==> src/hdl/hbs_pkg.sv <==
package hbs_pkg;

  localparam int MaxWidth    = 4096;
  localparam int MaxChannels = 4;
  localparam int SampleBits  = 16;
  localparam int AddrBits    = $clog2(MaxWidth);
  localparam int LaneBits    = SampleBits + 2;
  localparam int SumBits     = SampleBits + 4;
  localparam int NumBits     = 27;
  localparam int FifoDepth   = 4;
  localparam int FifoPtrBits = $clog2(FifoDepth);

  // Reciprocal of 450 scaled by 2**36, exact for 27-bit numerators.
  localparam int          RecipShift = 36;
  localparam logic [27:0] Recip450   = 28'd152709949;

  // Register indexes of the configuration port.
  typedef enum logic [2:0] {
    REG_WIDTH   = 3'd0,
    REG_HEIGHT  = 3'd1,
    REG_CHANNEL = 3'd2,
    REG_DEPTH   = 3'd3,
    REG_PERCENT = 3'd4
  } reg_idx_e;

  typedef logic [MaxChannels-1:0][SampleBits-1:0] pix_t;

  // Settings the result side needs.
  typedef struct packed {
    logic [2:0]  nch;
    logic        wide;
    logic [10:0] coef;
  } back_cfg_t;

  // One queued pixel step with the results it causes.
  typedef struct packed {
    logic        e1;
    logic        e1_sharp;
    logic        e2;
    logic        e3;
    logic        done;
    logic [15:0] row;
    logic [AddrBits-1:0] col;
    logic [AddrBits-1:0] wlast;
    pix_t        held;
    logic [MaxChannels-1:0][SumBits-1:0] sum;
    pix_t        up1;
    pix_t        px;
  } job_t;

endpackage

==> src/hdl/hbs_fifo.sv <==
module hbs_fifo (
  input  logic          clk_i,
  input  logic          rst_ni,
  input  logic          push_i,
  input  hbs_pkg::job_t data_i,
  output logic          full_o,
  input  logic          pop_i,
  output logic          valid_o,
  output hbs_pkg::job_t data_o
);
  import hbs_pkg::*;

  job_t                 mem_q [FifoDepth];
  logic [FifoPtrBits-1:0] wr_q, rd_q;
  logic [FifoPtrBits:0]   cnt_q, cnt_d;

  assign full_o  = (cnt_q == (FifoPtrBits+1)'(FifoDepth));
  assign valid_o = (cnt_q != '0);
  assign data_o  = mem_q[rd_q];

  // Occupancy follows each push and pop transaction.
  always_comb begin
    cnt_d = cnt_q;
    if (push_i && !pop_i) cnt_d = cnt_q + 1'b1;
    if (pop_i && !push_i) cnt_d = cnt_q - 1'b1;
  end

  always_ff @(posedge clk_i or negedge rst_ni) begin
    if (!rst_ni) begin
      wr_q  <= '0;
      rd_q  <= '0;
      cnt_q <= '0;
    end else begin
      cnt_q <= cnt_d;
      if (push_i) wr_q <= wr_q + 1'b1;
      if (pop_i)  rd_q <= rd_q + 1'b1;
    end
  end

  always_ff @(posedge clk_i) begin
    if (push_i) mem_q[wr_q] <= data_i;
  end

  a_no_overflow: assert property (@(posedge clk_i) disable iff (!rst_ni)
    full_o |-> !push_i) else $error("queue written while full");
  a_no_underflow: assert property (@(posedge clk_i) disable iff (!rst_ni)
    pop_i |-> valid_o) else $error("queue read while empty");
  a_count_bound: assert property (@(posedge clk_i) disable iff (!rst_ni)
    cnt_q <= (FifoPtrBits+1)'(FifoDepth)) else $error("queue count overrun");

endmodule

==> config.mk <==
export PLATFORM = sky130hd
export DESIGN_NAME = hbs_fifo
export DESIGN_NICKNAME = d
export VERILOG_FILES = /design/src/hdl/hbs_pkg.sv /design/src/hdl/hbs_fifo.sv
export SDC_FILE = /design/constraint.sdc
export NUM_CORES = 1
export LEC_CHECK = 0
export BUFFER_PORTS_ARGS = -buffer_cell sky130_fd_sc_hd__buf_2
export CORE_MARGIN = 3
export CORE_UTILIZATION = 51
export DETAILED_ROUTE_END_ITERATION = 12
export PLACE_DENSITY = 0.75
export SLEW_MARGIN = 20
export SYNTH_ARGS = -nofsm -noshare
export SYNTH_HDL_FRONTEND = slang
export SYNTH_SLANG_ARGS = --single-unit
==> constraint.sdc <==
create_clock -name clk_i -period 8.4 [get_ports clk_i]
set_input_delay 0.42 -clock clk_i [delete_from_list [all_inputs] [get_ports clk_i]]
set_output_delay 0.42 -clock clk_i [all_outputs]
set_load 0.01 [all_outputs]
==> impl_metrics.toml <==
[synth]
syn_area_sq_um = 46230
synthArstFlopShare = 0.005490
yosysUniqueCellTypes = 19
yosysSeqAreaShare = 0.8274
synth.top_cell.area_share = 0.8236
synth-edff-count = 1268
yosysTopAreaCell = "edfxtp_1"
synth_seq_cells = 1275
yosysWarnings = 0
netlist_top_cells_area = "edfxtp_1, mux4_2, buf_6"
synth.most_common_cell = "edfxtp_1"
synth_common_cells = "edfxtp_1, mux4_2, buf_2"
syn_area_per_cell_sq_um = 27.32
ys.flop_type = "edfxtp_1"
syn_inst = 1692
syn-num-nets = 2019

[power]
p_total_mw = 19.67
vdd_ir_drop_max_mv = 0.3392
power.density_nw_per_um2 = 341.4
leakage_nw = 19.71

[clocking]
clock-sinks = 1275
clk_pin_slew_worst_paths_ns = 0.07
hold_buffers = 320
cts_made_buffers = 119
cts_tree = "done"
cts_setup_buffers = 0
clkLatencyLatePin_ns = 0.70
cts-resized-gates = 0
ctsLongestPathBuffers = 3
cts-htree-levels = 3
cts-root-buf = "clkbuf_16"

[detailed_routing]
drc = 0
drt_pass1_iterations = 5
wire_per_inst_um = 26.63
routed_via_density = 5.646
ant_nets = 0
routed_wl_um = 106300
drt_iter0_markers = 2181
vias = 22530

[sta]
fmaxAchievable_ghz = 0.2355
fin_ws_ns = 4.154
grt_setup_unrepaired = "no"
period_needed_ns = 4.246
skew_ns = 0.04579
slew_headroom = 0.1844
worst_pin_slew_ns = 1.223
final-setup-viol-count = 0
slew_violations = 0
fin_setup_tns_ns = 0
fin_crit_sh = 0.5055
whs_ns = 0.1535
report.final.hold_viol_count = 0

[global_routing]
grt_max_degree = 160
grt_pass1_wl_um = 157100
antenna_found_initial = 14
grt_use_total = 0.2256
grt_pass1_vias = 24490
grt_overflow = 0

[min_path]
min_path_type = "in -> async"

[final_layout]
design_area_sq_um = 57610
final_layout_size_suffix_gt1_frac = 0.4052
fillers = 5513
num-nets-final = 3046
synthToLayoutAreaGrowth_pct = 24.63

[floorplanning]
fp-row-count = 109
die_x_um = 307.1
dieArea_sq_um = 94300
start_util = 0.5183
core_area_sq_um = 89190
die_h_um = 307.1
io_pins = 640

[critical_path]
crit_path_max_fanout = 106
cp.arrival_ns = 3.83
cp-start-kind = "flip-flop"
critical_path_required_ns = 7.98
crit_type = "reg -> out"
startpoint = "rd_q[0]$_DFFE_PN0P_"
reg2reg_from = "wr_q[0]$_DFFE_PN0P_"
endpoint_kind = "output pin"

[placed_design]
post-place-ws_ns = 4.658
place_area_sq_um = 50550
dpl.hpwl_um = 57980
gp_congestion = 0.7820
port-buffer-count = 639

[run]
drv_cap = 0

[run_status]
status = "complete, no violations"
[through the flow]
step / util / std cells
2_1_floorplan: - / 1692
3_3_place_gp: 0.5667 / 3440
3_5_place_dp: 0.5667 / 3440
4_1_cts: 0.6447 / 3978
5_1_grt: 0.6459 / 3988
6_report: 0.6459 / 3991
[sequential cells by signal, summed over array words and instances (netlist names)]
signal  cells
rd_q        2
cnt_q       3
mem_q    1268
wr_q        2
[critical path: stages (launching register included)]
cell,delay (ns)
dfrtp_4,0.71
buf_16,0.29
buf_4,0.38
buf_12,0.59
mux4_2,0.65
buf_2,0.17
[per-layer routing]
| metal | routed length [um] | global-route usage |
|---|---|---|
| met4 | 3557 | 0.08363 |
| met5 | 47 | 0 |
| met3 | 10100 | 0.06756 |
| met1 | 37500 | 0.2750 |
| met2 | 55080 | 0.3850 |
[cell usage in the layout (no fill, tap or decap)]
cell type,n
buf_2,639
mux2i_1,1
clkinv_2,19
inv_6,3
and3_1,1
mux4_2,317
buf_16,3
ha_1,5
edfxtp_1,1268
clkinvlp_4,4
buf_4,3
nor2_1,1
dfrtp_1,5
xnor2_1,2
dlygate4sd3_1,320
or3_1,1
o21ai_0,1
clkinv_4,1
clkinv_1,27
clkbuf_16,123
xor2_1,4
bufinv_16,9
buf_12,12
clkbuf_1,30
inv_1,6
dfrtp_4,2
diode_2,10
clkinv_8,2
fa_1,1
nand2_1,2
and2_4,4
[worst paths after layout]
check                                               end  slack (ns)  cells after the start
worst max-delay path                        data_o[250]        4.15                      5
worst min-delay path                wr_q[0]$_DFFE_PN0P_        0.15                      2
worst max register to register  mem_q[0][150]$_DFFE_PP_        5.71                      4
worst min register to register     cnt_q[2]$_DFFE_PN0P_        0.52                      1
max in group asynchronous           rd_q[1]$_DFFE_PN0P_        8.05                      2
min in group clk_i               mem_q[2][92]$_DFFE_PP_        0.47                      2
[area by class of cell]
cell class / count / area, sq um / share of cell area
flip-flops and latches: 1275 / 38260 / 0.6641
multi-input cells: 340 / 7348 / 0.1275
repair buffers: 977 / 6746 / 0.1171
clock buffers: 153 / 3191 / 0.05538
well taps: 1165 / 1458 / 0.02530
clock inverters: 65 / 564.3 / 0.009794
diodes: 10 / 25.02 / 0.0004343
inverters: 6 / 22.52 / 0.0003909
[cells by family (layout without fill, tap and decap cells)]
family | count (synthesis) | after routing | share of synthesized area
muxes | 318 | 318 | 0.1546
AOI/OAI and AO/OA | 1 | 1 | 0.0001082
xor gates and xnor gates | 6 | 6 | 0.001137
buffers and inverters | 77 | 1201 | 0.01383
DFF | 1275 | 1275 | 0.8274
and+or+nand+nor | 9 | 9 | 0.001056
adders and majority gates | 6 | 6 | 0.001786
other | 0 | 10 | 0
[power breakdown]
part	total (mW)	switching, mW	leakage (nW)	internal, mW
combinational	5.79	3.26	6.16	2.53
clock	5.18	2.23	1.83	2.95
sequential	8.70	0.356	11.7	8.34
No activity file was read; power rests on OpenSTA's default activity.
